**src/rtl/evs_pkg.sv**
```systemverilog
package evs_pkg;

  localparam int RING_DEPTH = 262144;

  localparam int THR_W  = 41;
  localparam int FLEN_W = 11;
  localparam int SIL_W  = 16;
  localparam int PRE_W  = 18;
  localparam int POS_W  = 18;
  localparam int ID_W   = 16;
  localparam int SMP_W  = 16;
  localparam int SQ_W   = 31;

  localparam logic [THR_W-1:0]  THR_RESET  = 41'd2684354560;
  localparam logic [FLEN_W-1:0] FLEN_RESET = 11'd256;
  localparam logic [SIL_W-1:0]  SIL_RESET  = 16'd62;
  localparam logic [PRE_W-1:0]  PRE_RESET  = 18'd8000;

  localparam int CFG_ADDR_W = 5;
  localparam int CFG_DATA_W = 64;

  typedef enum logic [1:0] {
    REG_THRESHOLD   = 2'd0,
    REG_FRAME_LEN   = 2'd1,
    REG_SIL_LIMIT   = 2'd2,
    REG_PRE_SPEECH  = 2'd3
  } reg_idx_t;

  typedef enum logic {
    OP_SAMPLE = 1'b0,
    OP_FLUSH  = 1'b1
  } opcode_t;

  typedef enum logic [1:0] {
    PH_WAIT = 2'd0,
    PH_REC  = 2'd1,
    PH_SIL  = 2'd2
  } phase_t;

  typedef struct packed {
    logic                    opcode;
    logic signed [SMP_W-1:0] sample_value;
  } in_t;

  typedef struct packed {
    logic [POS_W-1:0] seg_start;
    logic [POS_W-1:0] seg_length;
    logic [ID_W-1:0]  seg_id;
    logic             seg_final;
  } out_t;

endpackage

```
**src/rtl/energy_vad_segmenter_top.sv**
```systemverilog
// Channel  | Direction | Handshake              | Payload
// ---------+-----------+------------------------+--------------------------------------
// in       | input     | in_valid / in_stall    | in_data  (opcode, sample_value)
// out      | output    | out_valid / out_stall  | out_data (seg_start, seg_length,
//          |           |                        |           seg_id, seg_final)
// cfg      | input     | psel/penable/pready    | paddr, pwdata, prdata (64-bit regs at 8*i)
//
// One transaction is taken every cycle while in_stall is low. The square stage captures it
// at the accepting edge, and the accumulate and phase stage loads the output register from
// the square stage register when the pipeline advances.
// Reset (rst_n low, synchronous) clears all control state and restores register defaults.
// A stalled result holds the output register, and the input side stalls only when the
// square stage holds a transaction while a stalled result occupies the output register.
module energy_vad_segmenter_top
  import evs_pkg::*;
(
  input  logic                  clk,
  input  logic                  rst_n,
  input  logic                  in_valid,
  output logic                  in_stall,
  input  in_t                   in_data,
  output logic                  out_valid,
  input  logic                  out_stall,
  output out_t                  out_data,
  input  logic                  psel,
  input  logic                  penable,
  input  logic                  pwrite,
  input  logic [CFG_ADDR_W-1:0] paddr,
  input  logic [CFG_DATA_W-1:0] pwdata,
  output logic [CFG_DATA_W-1:0] prdata,
  output logic                  pready
);

  // Ring position width, and a wider width for pointer arithmetic that also holds
  // the 18-bit pre-speech count and the ring depth itself.
  localparam int PTR_W = $clog2(RING_DEPTH);
  localparam int MW    = ((PTR_W > PRE_W) ? PTR_W : PRE_W) + 1;

  localparam logic [MW-1:0]    DEPTH_M = MW'(RING_DEPTH);
  localparam logic [PTR_W-1:0] WP_LAST = PTR_W'(RING_DEPTH - 1);

  // Configuration registers.
  logic [THR_W-1:0]  thr_r;
  logic [FLEN_W-1:0] flen_r;
  logic [SIL_W-1:0]  sil_lim_r;
  logic [PRE_W-1:0]  pre_r;

  reg_idx_t cfg_idx;
  logic     cfg_wr;

  assign pready  = 1'b1;
  assign cfg_idx = reg_idx_t'(paddr[4:3]);
  assign cfg_wr  = psel && penable && pwrite && pready;

  always_ff @(posedge clk) begin
    if (!rst_n) begin
      thr_r     <= THR_RESET;
      flen_r    <= FLEN_RESET;
      sil_lim_r <= SIL_RESET;
      pre_r     <= PRE_RESET;
    end else if (cfg_wr) begin
      unique case (cfg_idx)
        REG_THRESHOLD:  thr_r     <= pwdata[THR_W-1:0];
        REG_FRAME_LEN:  flen_r    <= pwdata[FLEN_W-1:0];
        REG_SIL_LIMIT:  sil_lim_r <= pwdata[SIL_W-1:0];
        REG_PRE_SPEECH: pre_r     <= pwdata[PRE_W-1:0];
      endcase
    end
  end

  always_comb begin
    unique case (cfg_idx)
      REG_THRESHOLD:  prdata = CFG_DATA_W'(thr_r);
      REG_FRAME_LEN:  prdata = CFG_DATA_W'(flen_r);
      REG_SIL_LIMIT:  prdata = CFG_DATA_W'(sil_lim_r);
      REG_PRE_SPEECH: prdata = CFG_DATA_W'(pre_r);
    endcase
  end

  // The pipeline moves whenever the output register is empty or being taken.
  logic adv;
  logic s1_valid_r;
  logic s1_op_r;
  logic [SQ_W-1:0] s1_sq_r;
  logic signed [2*SMP_W-1:0] prod;

  assign adv      = !out_valid || !out_stall;
  assign in_stall = s1_valid_r && !adv;
  assign prod     = in_data.sample_value * in_data.sample_value;

  // First stage: capture the transaction and square the sample. The square of a
  // 16-bit signed value is at most 2^30, so 31 bits hold it.
  always_ff @(posedge clk) begin
    if (!rst_n) begin
      s1_valid_r <= 1'b0;
    end else if (!in_stall) begin
      s1_valid_r <= in_valid;
    end
  end

  always_ff @(posedge clk) begin
    if (in_valid && !in_stall) begin
      s1_op_r <= in_data.opcode;
      s1_sq_r <= prod[SQ_W-1:0];
    end
  end

  // Second stage state.
  phase_t            phase_r, phase_nxt;
  logic [THR_W-1:0]  sum_r, sum_nxt;
  logic [FLEN_W-1:0] fill_r, fill_nxt;
  logic [PTR_W-1:0]  wp_r, wp_nxt;
  logic [PTR_W-1:0]  start_r, start_nxt;
  logic [SIL_W-1:0]  silent_r, silent_nxt;
  logic [ID_W-1:0]   count_r, count_nxt;
  logic              out_valid_r, out_valid_nxt;
  out_t              out_r, out_nxt;

  logic              go;
  logic [THR_W-1:0]  sum_add;
  logic [FLEN_W-1:0] fill_inc, flen_eff;
  logic [PTR_W-1:0]  wp_inc;
  logic              frame_done, speech;
  logic [MW-1:0]     back, wp_m, onset;
  logic [SIL_W-1:0]  silent_inc;
  logic [PTR_W-1:0]  end_pos;
  logic [MW-1:0]     seg_len;
  logic              emit_req, emit_final;

  assign go = s1_valid_r && adv;

  assign sum_add    = sum_r + THR_W'(s1_sq_r);
  assign fill_inc   = fill_r + 1'b1;
  assign flen_eff   = (flen_r == '0) ? FLEN_W'(1) : flen_r;
  assign wp_inc     = (wp_r == WP_LAST) ? '0 : wp_r + 1'b1;
  assign frame_done = fill_inc >= flen_eff;
  assign speech     = sum_add > thr_r;
  assign silent_inc = (silent_r == '1) ? silent_r : silent_r + 1'b1;

  // Segment onset: the advanced pointer stepped back by the clamped pre-speech count,
  // wrapping around the ring.
  assign back  = (MW'(pre_r) >= DEPTH_M) ? DEPTH_M - 1'b1 : MW'(pre_r);
  assign wp_m  = MW'(wp_inc);
  assign onset = (wp_m >= back) ? wp_m - back : DEPTH_M - (back - wp_m);

  // A flush closes the segment at the current pointer, a sample at the advanced one.
  assign end_pos = (s1_op_r == OP_FLUSH) ? wp_r : wp_inc;
  assign seg_len = (end_pos >= start_r) ? MW'(end_pos - start_r)
                                        : DEPTH_M - MW'(start_r) + MW'(end_pos);

  always_comb begin
    phase_nxt   = phase_r;
    sum_nxt     = sum_r;
    fill_nxt    = fill_r;
    wp_nxt      = wp_r;
    start_nxt   = start_r;
    silent_nxt  = silent_r;
    emit_req    = 1'b0;
    emit_final  = 1'b0;
    if (s1_op_r == OP_FLUSH) begin
      emit_req   = (phase_r == PH_REC) || (phase_r == PH_SIL);
      emit_final = 1'b1;
      phase_nxt  = PH_WAIT;
      sum_nxt    = '0;
      fill_nxt   = '0;
      silent_nxt = '0;
    end else begin
      sum_nxt  = sum_add;
      fill_nxt = fill_inc;
      wp_nxt   = wp_inc;
      if (frame_done) begin
        sum_nxt  = '0;
        fill_nxt = '0;
        unique case (phase_r)
          PH_WAIT: begin
            if (speech) begin
              start_nxt  = onset[PTR_W-1:0];
              silent_nxt = '0;
              phase_nxt  = PH_REC;
            end
          end
          PH_REC: begin
            if (!speech) begin
              phase_nxt  = PH_SIL;
              silent_nxt = SIL_W'(1);
            end
          end
          default: begin
            if (speech) begin
              phase_nxt  = PH_REC;
              silent_nxt = '0;
            end else begin
              silent_nxt = silent_inc;
              if (silent_inc >= sil_lim_r) begin
                emit_req  = 1'b1;
                phase_nxt = PH_WAIT;
              end
            end
          end
        endcase
      end
    end
  end

  // A zero-length segment is dropped without using up a segment number.
  always_comb begin
    count_nxt          = count_r;
    out_valid_nxt      = out_valid_r;
    out_nxt            = out_r;
    if (adv) begin
      out_valid_nxt = 1'b0;
    end
    if (go && emit_req && (seg_len != '0)) begin
      out_valid_nxt      = 1'b1;
      out_nxt.seg_start  = POS_W'(start_r);
      out_nxt.seg_length = seg_len[POS_W-1:0];
      out_nxt.seg_id     = count_r;
      out_nxt.seg_final  = emit_final;
      count_nxt          = count_r + 1'b1;
    end
  end

  always_ff @(posedge clk) begin
    if (!rst_n) begin
      phase_r     <= PH_WAIT;
      sum_r       <= '0;
      fill_r      <= '0;
      wp_r        <= '0;
      start_r     <= '0;
      silent_r    <= '0;
      count_r     <= '0;
      out_valid_r <= 1'b0;
    end else begin
      out_valid_r <= out_valid_nxt;
      count_r     <= count_nxt;
      if (go) begin
        phase_r  <= phase_nxt;
        sum_r    <= sum_nxt;
        fill_r   <= fill_nxt;
        wp_r     <= wp_nxt;
        start_r  <= start_nxt;
        silent_r <= silent_nxt;
      end
    end
  end

  always_ff @(posedge clk) begin
    out_r <= out_nxt;
  end

  assign out_valid = out_valid_r;
  assign out_data  = out_r;

endmodule

```
**config.mk**
```make
export PLATFORM = sky130hd
export DESIGN_NAME = energy_vad_segmenter_top
export DESIGN_NICKNAME = d
export VERILOG_FILES = /design/src/rtl/evs_pkg.sv /design/src/rtl/energy_vad_segmenter_top.sv
export SDC_FILE = /design/constraint.sdc
export NUM_CORES = 1
export LEC_CHECK = 0
export ABC_AREA = 1
export BUFFER_PORTS_ARGS = -buffer_cell sky130_fd_sc_hd__buf_2
export CAP_MARGIN = 20
export CORE_MARGIN = 5
export CORE_UTILIZATION = 55
export CTS_CLUSTER_SIZE = 20
export DETAILED_ROUTE_END_ITERATION = 6
export GPL_ROUTABILITY_DRIVEN = 0
export PLACE_DENSITY = 0.75
export SLEW_MARGIN = 20
export SYNTH_ARGS = -nofsm -noshare
export SYNTH_HDL_FRONTEND = slang
export SYNTH_SLANG_ARGS = --single-unit
```
**constraint.sdc**
```tcl
create_clock -name clk -period 9.8 [get_ports clk]
set_input_delay 2.94 -clock clk [delete_from_list [all_inputs] [get_ports clk]]
set_output_delay 2.94 -clock clk [all_outputs]
set_load 0.02 [all_outputs]
```
Yosys cells after proc, flatten, opt, wreduce, memory -nomap -nowiden
Cells that the tools add are included.

cells by class
  multiplexer cells = 32
  shifts and indexed selects = 0
  $add $sub $neg = 11
  divide/modulo/power cells = 0
  multipliers = 1
  $lt $le $gt $ge = 5
  equal/unequal tests = 9
  reductions and logical operators = 28
  bitwise gates (word level) = 1

operator list
  cell                                                                   number
  64-bit case mux with 4 select lines                                    1
  16-bit 2-to-1 mux                                                      6
  41-bit 2-to-1 mux                                                      2
  18-bit 2-to-1 mux                                                      3
  41-bit by 31-bit adder with 41-bit output                              1
  41-bit > comparator                                                    1
  18-bit greater-or-equal comparator                                     2
  18-bit subtractor                                                      2
  11-bit 2-to-1 mux                                                      3
  16-bit by 1-bit adder with 16-bit output (second input constant)       2
  16-bit case mux with 2 select lines                                    1
  16-bit by 16-bit multiplier with 31-bit output                         1
  19-bit by 18-bit adder with 19-bit output                              1
  19-bit 2-to-1 mux                                                      1
  19-bit nonzero test                                                    1
  18-bit by 18-bit subtractor with 19-bit output                         1
  19-bit by 18-bit subtractor with 19-bit output (first input constant)  1
  18-bit by 1-bit adder with 18-bit output (second input constant)       1
  18-bit equality test (second input constant)                           1
  1-bit by 18-bit subtractor with 18-bit output (first input constant)   1
  16-bit equality test (second input constant)                           1
  16-bit greater-or-equal comparator                                     1
  2-bit 2-to-1 mux                                                       6
  11-bit by 1-bit adder with 11-bit output (second input constant)       1
  other kinds (18)                                                       45

storage, ports and cells
  input bits = 93
  memories = 0
  bits in latches = 0
  RAM bits = 0
  ROM bits = 0
  bits in registers = 295

Depth between registers and ports, before layout
Gate-level depths: netlist of the first run.

  word-level depth = 11
  mapped depth = 29
  mapped depth without buffers = 29

Worst setup path after synthesis of the first run
Ideal clock, no wire load.

  path type = input port to flip-flop
  from = input port in_data[1] (netlist bit)
  to = register s1_sq_r[29] (data pin)
  buffers on the path = 2
  arrival = 8.526 ns
  cell stages on the path = 20
  setup slack = 1.009 ns
  cell sequence = clkbuf_1 > clkbuf_1 > nand2_1 > inv_1 > fa_1 > fa_1 > inv_1 > fa_1 > fa_1 > inv_1 > fa_1 > inv_1 > fa_1 > inv_1 > ha_1 > nand2_1 > o21ai_0 > a2111oi_0 > o211ai_1 > xor2_1

on the way
  longest elaborated chain between the ends = 1

ends and longest elaborated chain
  item                                            line                             source
  from (decl)                                     energy_vad_segmenter_top.sv:21   input in_t in_data,
  16-bit by 16-bit multiplier with 31-bit output  energy_vad_segmenter_top.sv:89   assign prod = in_data.sample_value * in_data.sample_value;
  net prod[29]                                    energy_vad_segmenter_top.sv:85   logic signed [2*SMP_W-1:0] prod;
  to (signal assigned)                            energy_vad_segmenter_top.sv:104  s1_sq_r <= prod[SQ_W-1:0];
  to (decl)                                       energy_vad_segmenter_top.sv:84   logic [SQ_W-1:0] s1_sq_r;

The timed path passes the listed nets, and every way through them passes these cells.
A chain may end at the register's enable or synchronous reset.

Worst setup path in the final report of the first run
  from = input port in_data[15] (netlist bit)
  to = register s1_sq_r[29] (data pin)

Same word-level chain as after synthesis.

==> run metrics, run 1 <==
fraction of registers with async set/reset=0; Reg2Reg Setup Slack=approximately 4.2 ns; M2 GR Usage=0.452; share of the synthesized area in the top cell type=0.174; Slew @ Worst Pin=a little over 1 ns; clock latency on the worst-skew pair=0.56 ns; post-DP HPWL=between 50000 and 60000 um; RSZ-0062 raised after global routing=false; Max stage delay on crit path=roughly 0.84 ns; pwr dens=between 300 and 400 nW/um^2; final hold vios=0; number of global-route vias before repair=around 23000; Vias=23000; DR pass1 iterations=6; Static Leak=14.7 nW; Pint=approximately 5 mW; Initial Utilization=0.556; worst hold slack=0.430 ns; Vias per Instance=roughly 5.2; reg2reg start=s1_op_r; Clock power frac=0.138; delay-heaviest family, CP=adder cells; Worst R2R End=out_data[36]; Die W=233 um; die height=about 230 um; sequential share of the synthesized area=0.246; R2R depth=18; synth cell count leaders=inv_1 (760), nand2_1 (694), a21oi_1 (313), nor2_1 (257), fa_1 (237); Critical Path Fanout Max=14; met1 usage=0.303; Arr. time, crit path=between 8 and 9 ns; Tcrit/Tclk final=0.884; CTS Buf Count=34; CP startpoint kind=input port; IO Port Bufs=~160; mean area per synthesized cell=7.58 um^2; hold wc startpoint=start_r[13]; Max Fclk=115 MHz; share of layout cells above drive strength 1=0.0798; register share of total power=0.178; Area contributors post-synth=fa_1 (17%), dfxtp_1 (15%), inv_1 (10%), ha_1 (10%), nand2_1 (9.5%); final setup fails=0; GR Util All Layers=0.251; MaxCap Viol Count=0; Total Wirelength=about 68000 um; Filler cells=4519; clk slew on worst S/H paths=0.06 ns; Netlist Area Pre-Place=roughly 27000 um^2; # IOs=roughly 210; GRT Residual Overflow=0; wire per inst=about 15 um; CTS Hold Bufs=0; Sw Pwr=around 4.7 mW; combinational share of power=0.685; Post-Route Skew=~0.034 ns; critical path class=input port to register; Clock Tree Buf Depth=3; Synth cell types=58; PostCTS Resize Cnt=0; M3 GR Usage=0.0321; largest net degree at the start of global routing=92; Hold Path Cell Cnt=0; count leader, synth=inv_1; area leader, netlist=fa_1; Critical Path End Type=register; switch share=0.486; full die area=about 54000 um^2; Area Overhead vs Synth=8.81%; crit path max-delay cell type=fa_1; Max Slew Vio Count=0; Post-synth EDFFs=84; Max IR drop VDD=between 0.6 and 0.7 mV; most crowded layer after global routing=met2; Setup Fix Bufs, Post-CTS=0; clk sink count=~290; post-synthesis cell count=between 3000 and 4000; Initial DRC Count=1424; Ys Warns=0; fin crit period=around 8.7 ns; Core Region=approximately 50000 um^2; worst-path cell chain=buf_2, nand2_1, inv_1, fa_1, fa_1, inv_1, fa_1, fa_1, inv_1, fa_1, inv_1, fa_1, inv_1, ha_1, nand2_1, o21ai_0, a2111oi_0, o211ai_1, xor2_1; nets=4263; root buf cell=clkbuf_16; number of nets with antenna violations after routing=0; register bit total from synthesis=around 300; total negative slack=0 ns; max_slew headroom=0.316; Hold Path Class=register to register; CTS H-Tree Depth=2; CP Data Required Time=10.10 ns; initial antenna violation count=2; Rows=roughly 80; status=finished, final reports clean; first-pass GRT wire length=~110000 um; Worst Hold End=out_data[48]; cell repeated most along the worst path=fa_1; CTS tree=yes; Main synth FF type=dfxtp_1; DRC Markers=0; Buf/Inv on CP=6
[state kept, by name (all words and copies together) (netlist names), 18 cells and up]
signal / cells
thr_r: 41
sum_r: 41
start_r: 18
wp_r: 18
s1_sq_r: 30
out_data: 53
pre_r: 18
[metrics by stage]
stage                     cell area [um^2]  power [mW]  instances  worst slack, ns  utilization
after floorplan                      27400        6.73       3622             1.01            -
after global placement               28500        8.24       4335            0.707        0.581
after CTS                            29700        9.72       4398             1.20        0.605
after global routing                 29700        10.7       4400            0.914        0.605
after detailed placement             28500        8.33       4336            0.615        0.582
final                                29700        9.67       4400             1.13        0.605
[cells in the final DEF (no fill, tap or decap), drive strengths merged, types with 2 or more instances in the layout]
| master | count |
|---|---|
| a21boi | 2 |
| bufinv | 4 |
| o22ai | 3 |
| nor4 | 4 |
| nand3b | 9 |
| buf | 174 |
| fa | 237 |
| a21oi | 316 |
| o21bai | 12 |
| nand2 | 702 |
| o21ai | 224 |
| edfxtp | 84 |
| xnor2 | 39 |
| xor2 | 84 |
| a21o | 11 |
| nand3 | 121 |
| diode | 2 |
| inv | 773 |
| o211ai | 17 |
| a31oi | 14 |
| a211oi | 2 |
| clkinv | 13 |
| or2 | 5 |
| ha | 225 |
| o31ai | 3 |
| o21a | 7 |
| and3 | 3 |
| nand4 | 30 |
| nor2 | 270 |
| and2 | 7 |
| dfxtp | 210 |
| nor3 | 45 |
| conb | 24 |
| o221ai | 6 |
| clkbuf | 45 |
| a22oi | 3 |
[how the worst max path moves through the flow]
stage                            from  cells after the start          end  slack (ns)
after CTS                 in_data[15]                     19  s1_sq_r[29]        1.20
after detailed placement  in_data[15]                     19  s1_sq_r[29]        0.61
after global placement     in_data[2]                     19  s1_sq_r[29]        0.71
after global routing      in_data[15]                     19  s1_sq_r[29]        0.91
after floorplan            in_data[1]                     20  s1_sq_r[29]        1.01
final                     in_data[15]                     19  s1_sq_r[29]        1.13
[routing by layer]
metal | vias to the layer above | part of all wire
met2 | 585 | 0.50
met3 | 167 | 0.052
met5 | - | 0
met1 | 10791 | 0.40
met4 | 0 | 0.047
li1 | 11457 | -
[layout make-up]
class	instances	area (um^2)	area share
repair buffers	174	907	0.0305
clock inverters	17	210	0.00708
multi-input cells	2430	17200	0.578
inverters	774	2910	0.0980
flip-flops and latches	294	6730	0.226
diodes	2	5.00	0.000169
well taps	664	831	0.0280
clock buffers	45	953	0.0321
[cells by family after synthesis]
kind of cell,synth area share
AOI/OAI and AO/OA,0.122
xor gates and xnor gates,0.0395
adders and majority gates,0.277
buffers and inverters,0.128
DFF,0.246
other,0.000275
and+or+nand+nor,0.186
[power by group through the flow]
| stage | Clock [mW] | Sequential, mW | Combinational [mW] |
|---|---|---|---|
| after CTS | 1.35 | 1.72 | 6.65 |
| after floorplan | 0 | 1.72 | 5.00 |
| final | 1.33 | 1.72 | 6.62 |
| after detailed placement | 0 | 1.75 | 6.59 |
| after global routing | 1.40 | 1.73 | 7.57 |
| after global placement | 0 | 1.74 | 6.50 |
Power figures use the tool's default switching activity.
==> inputs of run 2 (changes only) <==
--- a/config.mk
+++ b/config.mk
@@ -13,6 +13,7 @@
 export CTS_CLUSTER_SIZE = 20
 export DETAILED_ROUTE_END_ITERATION = 6
 export GPL_ROUTABILITY_DRIVEN = 0
+export GPL_TIMING_DRIVEN = 0
 export PLACE_DENSITY = 0.75
 export SLEW_MARGIN = 20
 export SYNTH_ARGS = -nofsm -noshare
==> run 2 against run 1 <==
Against the previous run:
- sequential cell count did not move
- sequential power barely moved
- clock-buffer cell count fell by 1
- register-to-register slack improved by 0.24 ns
- critical path depth rose by 2
- critical path type unchanged
- critical endpoint unchanged
- largest cell class unchanged
- highest routed layer is now met5
==> run metrics, run 2 (synthesis gave the netlist of run 1 again) <==
post-DP HPWL=between 50000 and 60000 um; MaxCap Viol Count=0; IO Port Bufs=156; Setup Fix Bufs, Post-CTS=0; Initial Utilization=0.556; die height=about 230 um; Tcrit/Tclk final=0.957; first-pass GRT wire length=between 100000 and 150000 um; CTS H-Tree Depth=2; Filler cells=between 4000 and 5000; max_slew headroom=0.411; max FFs per register=53; pwr dens=between 300 and 400 nW/um^2; Max IR drop VDD=between 0.8 and 0.9 mV; reg2reg start=s1_sq_r[2]; RSZ-0062 raised after global routing=false; number of nets with antenna violations after routing=0; CP Data Required Time=around 10 ns; full die area=~54000 um^2; fin crit period=9.38 ns; total negative slack=0 ns; CTS Buf Count=35; Hold Path Class=register to register; Core Region=around 49000 um^2; Critical Path Start=in_data[15]; nets=between 4000 and 5000; DP Area=~29000 um^2; Post-Route Skew=approximately 0.027 ns; status=finished, final reports clean; wire per inst=between 15 and 20 um; Total Wirelength=73100 um; multi-input logic area=17200 um^2; critical path class=input port to register; DR pass1 iterations=5; Static Leak=14.9 nW; final setup fails=0; initial antenna violation count=2; Vias per Instance=roughly 5.3; DRC Markers=0; Seq. cell area=around 6700 um^2; Max Slew Vio Count=0; GR Util All Layers=0.270; R2R depth=24; Clock Tree Buf Depth=3; Critical Path Fanout Max=10; Area Overhead vs Synth=10.6%; number of global-route vias before repair=between 20000 and 25000; Final Cell Area=between 30000 and 40000 um^2; final hold vios=0; root buf cell=clkbuf_16; Critical Path End Type=register; Reg2Reg Setup Slack=roughly 4.5 ns; clk sink count=294; PostCTS Resize Cnt=0; clock latency on the worst-skew pair=approximately 0.56 ns; CP startpoint kind=input port; Critical Path Sink=s1_sq_r[29]; Rows=between 80 and 90; hold wc startpoint=start_r[9]; CTS tree=yes; GRT Residual Overflow=0; Slew @ Worst Pin=~0.88 ns; # IOs=213; ant diodes=0; share of layout cells above drive strength 1=0.0822; Worst R2R End=out_data[36]; Arr. time, crit path=approximately 9.7 ns; most frequent cells in the layout=inv_1 (759), nand2_1 (694), a21oi_1 (313), nor2_1 (257), fa_1 (237); CTS Hold Bufs=0; Initial DRC Count=between 2000 and 2500; commonest non-fill, non-tap cell in the layout=inv_1; Vias=about 24000; largest net degree at the start of global routing=57; Max Fclk=107 MHz; clk slew on worst S/H paths=approximately 0.05 ns; Die W=between 200 and 250 um
-- run 2: cell count changes in the layout (fill, tap and decap cells not counted), sizes merged --
cell,change
clkbuf,+82
clkinv,+3
diode,-2
buf,+23
inv,-1
clkinvlp,+1
-- run 2: power breakdown --
group	switching [mW]	internal, mW
combinational	4.16	2.53
clock	0.549	0.797
sequential	0.0551	1.66
-- run 2: worst min path at each step --
stage	to	depth (start not counted)
6_report	out_data[44]	0
5_1_grt	out_data[45]	0
4_1_cts	out_data[44]	0
3_5_place_dp	out_data[44]	0
3_3_place_gp	out_data[44]	0
2_1_floorplan	out_data[37]	0
-- run 2: area by class of cell --
cell class | instances | area share
Multi-Input combinational cell | 2430 | 0.568
Clock buffer | 44 | 0.0312
Clock inverter | 20 | 0.00817
Tap cell | 664 | 0.0275
Timing Repair Buffer | 156 | 0.0259
Buffer | 124 | 0.0197
Sequential cell | 294 | 0.223
Inverter | 774 | 0.0964
-- run 2: metal layers --
| metal | vias up | routed length, um | GRT usage |
|---|---|---|---|
| met5 | - | 21 | 0 |
| met4 | 4 | 3860 | 0.128 |
| met3 | 225 | 4960 | 0.0379 |
| met2 | 844 | 35500 | 0.469 |
| met1 | 11089 | 28800 | 0.332 |
| li1 | 11670 | - | - |
-- run 2: critical path, stage by stage --
cell       delay [ns]
buf_2            0.11
clkbuf_1         0.42
clkbuf_1         0.50
nand2_1          0.11
inv_1            0.10
fa_1             0.56
fa_1             0.88
inv_1            0.23
fa_1             0.54
fa_1             0.50
inv_1            0.06
fa_1             0.53
inv_1            0.05
fa_1             0.52
inv_1            0.04
ha_1             0.33
nand2_1          0.12
o21ai_0          0.15
a2111oi_0        0.58
o211ai_1         0.19
xor2_1           0.19
-- run 2: through the flow --
step                hold WS (ns)  instances  worst slack, ns  utilization  total power, mW
detailed placement         0.418       4442          -0.0557        0.591             8.38
CTS                        0.431       4506            0.524        0.615             9.78
floorplan                  0.408       3622             1.01            -             6.73
global route               0.444       4506           0.0569        0.615             10.7
global placement           0.412       4442          -0.0283        0.591             8.28
finish                     0.429       4506            0.422        0.615             9.75
==> inputs of run 3 (changes only) <==
--- a/config.mk
+++ b/config.mk
@@ -8,13 +8,14 @@
 export ABC_AREA = 1
 export BUFFER_PORTS_ARGS = -buffer_cell sky130_fd_sc_hd__buf_2
 export CAP_MARGIN = 20
-export CORE_MARGIN = 5
+export CORE_MARGIN = 3
 export CORE_UTILIZATION = 55
 export CTS_CLUSTER_SIZE = 20
 export DETAILED_ROUTE_END_ITERATION = 6
 export GPL_ROUTABILITY_DRIVEN = 0
 export GPL_TIMING_DRIVEN = 0
 export PLACE_DENSITY = 0.75
+export REMOVE_ABC_BUFFERS = 1
 export SLEW_MARGIN = 20
 export SYNTH_ARGS = -nofsm -noshare
 export SYNTH_HDL_FRONTEND = slang
==> run 3 against run 2 <==
Against the previous run:
- register-to-register slack gained 0.17 ns
- sequential power is essentially flat
- global-route usage shrank 2.0 points
- critical endpoint unchanged
- critical path type unchanged
==> run metrics, run 3 (synthesis gave the netlist of run 1 again) <==
post-route setup slack=about 0.58 ns; Filler cells=approximately 4400; initial antenna violation count=1; Critical Path Fanout Max=22; worst slack, placed=about 0.09 ns; Post-Route Skew=0.0317 ns; RSZ-0062 raised after global routing=false; clock latency on the worst-skew pair=0.54 ns; GR Util All Layers=0.250; final hold vios=0; Vias=around 23000; Clock Tree Buf Depth=3; die height=around 230 um; DRC Markers=0; post-DP HPWL=just over 50000 um; MaxCap Viol Count=0; # IOs=between 200 and 250; number of nets with antenna violations after routing=0; wire per inst=between 10 and 15 um; full die area=approximately 52000 um^2; multi-input logic area=~17000 um^2; CTS Hold Bufs=0; Die W=about 230 um; CP startpoint kind=input port; first-pass GRT wire length=around 110000 um; clk slew on worst S/H paths=about 0.06 ns; IO Port Bufs=162; fin crit period=9.22 ns; Max Fclk=about 110 MHz; GRT Residual Overflow=0; largest net degree at the start of global routing=a little under 90; CP Data Required Time=~10 ns; max_slew headroom=0.283; top sig layer=met4; Tcrit/Tclk final=0.941; CTS tree=yes; Core Region=just under 50000 um^2; R2R depth=22; Initial Utilization=0.558; nets=between 4000 and 5000; Vias per Instance=about 5.2; worst hold slack=about 0.43 ns; CTS H-Tree Depth=2; max FFs per register=53; Total Wirelength=around 65000 um; PostCTS Resize Cnt=0; cell repeated most along the worst path=fa_1; most frequent cells in the layout=inv_1 (758), nand2_1 (694), a21oi_1 (313), nor2_1 (256), fa_1 (237); Area Overhead vs Synth=8.62%; Static Leak=14.7 nW; crit path max-delay cell type=fa_1; Max Slew Vio Count=0; root buf cell=clkbuf_16; Final Cell Area=29600 um^2; Max stage delay on crit path=0.86 ns; critical path class=input port to register; status=finished, final reports clean; Initial DRC Count=approximately 1500; final setup fails=0; Rows=between 80 and 90; Arr. time, crit path=approximately 9.5 ns; DP Area=between 20000 and 30000 um^2; Setup Fix Bufs, Post-CTS=0; Seq. cell area=a little under 7000 um^2; pwr dens=325 nW/um^2; Hold Path Cell Cnt=0; clk sink count=about 300; worst-path cell chain=buf_2, nand2_1, inv_1, fa_1, fa_1, inv_1, fa_1, fa_1, inv_1, fa_1, inv_1, fa_1, inv_1, ha_1, nand2_1, o21ai_0, a2111oi_0, o211ai_1, xor2_1; Hold Path Class=register to register; number of global-route vias before repair=approximately 22000; commonest non-fill, non-tap cell in the layout=inv_1; share of layout cells above drive strength 1=0.0786; WL met1=roughly 28000 um; Slew @ Worst Pin=~1.1 ns; Max IR drop VDD=0.387 mV; met2 routed WL=31900 um; DR pass1 iterations=6; Critical Path End Type=register; CTS Buf Count=34; WL met3=roughly 3300 um
-- run 3: cell types whose count changed in the layout (fill, tap and decap cells not counted), sizes merged --
cell | previous run | this run
clkbuf | 127 | 43
bufinv | 4 | 1
buf | 197 | 166
clkinv | 16 | 17
clkinvlp | 2 | 1
diode | 0 | 1
inv | 772 | 774
-- run 3: worst max-delay path: cells and delay by family --
family	cells	cell delay, ns
buffers and inverters	6	0.89
XOR/XNOR	1	0.25
adder cells (fa/ha/maj)	7	3.84
AND/OR/NAND/NOR	2	0.28
AO/OA/AOI/OAI	3	1.26
-- run 3: through the flow --
step / utilization / cells / total power [mW] / setup TNS [ns]
floorplan: - / 3498 / 6.70 / 0
detailed placement: 0.583 / 4327 / 8.38 / 0
global route: 0.606 / 4391 / 10.6 / 0
CTS: 0.605 / 4389 / 9.65 / 0
global placement: 0.581 / 4324 / 8.25 / -13.94
finish: 0.606 / 4391 / 9.62 / 0
-- run 3: layout make-up --
| class | instances | area share |
|---|---|---|
| flip-flops and latches | 294 | 0.227 |
| inverters | 774 | 0.0985 |
| well taps | 664 | 0.0280 |
| clock buffers | 43 | 0.0308 |
| diodes | 1 | 0.0000844 |
| repair buffers | 166 | 0.0310 |
| clock inverters | 19 | 0.00582 |
| multi-input cells | 2430 | 0.579 |
-- run 3: layer usage --
layer | track usage | vias up
met5 | 0 | -
met4 | 0.0833 | 0
li1 | - | 11442
met3 | 0.0214 | 137
met2 | 0.443 | 622
met1 | 0.323 | 10793
-- run 3: where the power goes --
group          internal (mW)  leakage, nW  switching, mW
clock                  0.703        0.540          0.537
sequential              1.66         2.46         0.0548
combinational           2.47         11.7           4.20
-- run 3: path summary, 6_finish.rpt --
check | startpoint | to | slack [ns]
worst max-delay path | in_data[15] | s1_sq_r[29] | 0.58
worst min-delay path | start_r[12] | out_data[47] | 0.43
worst max register to register | s1_sq_r[15] | out_data[18] | 4.62
worst min register to register | start_r[12] | out_data[47] | 0.43
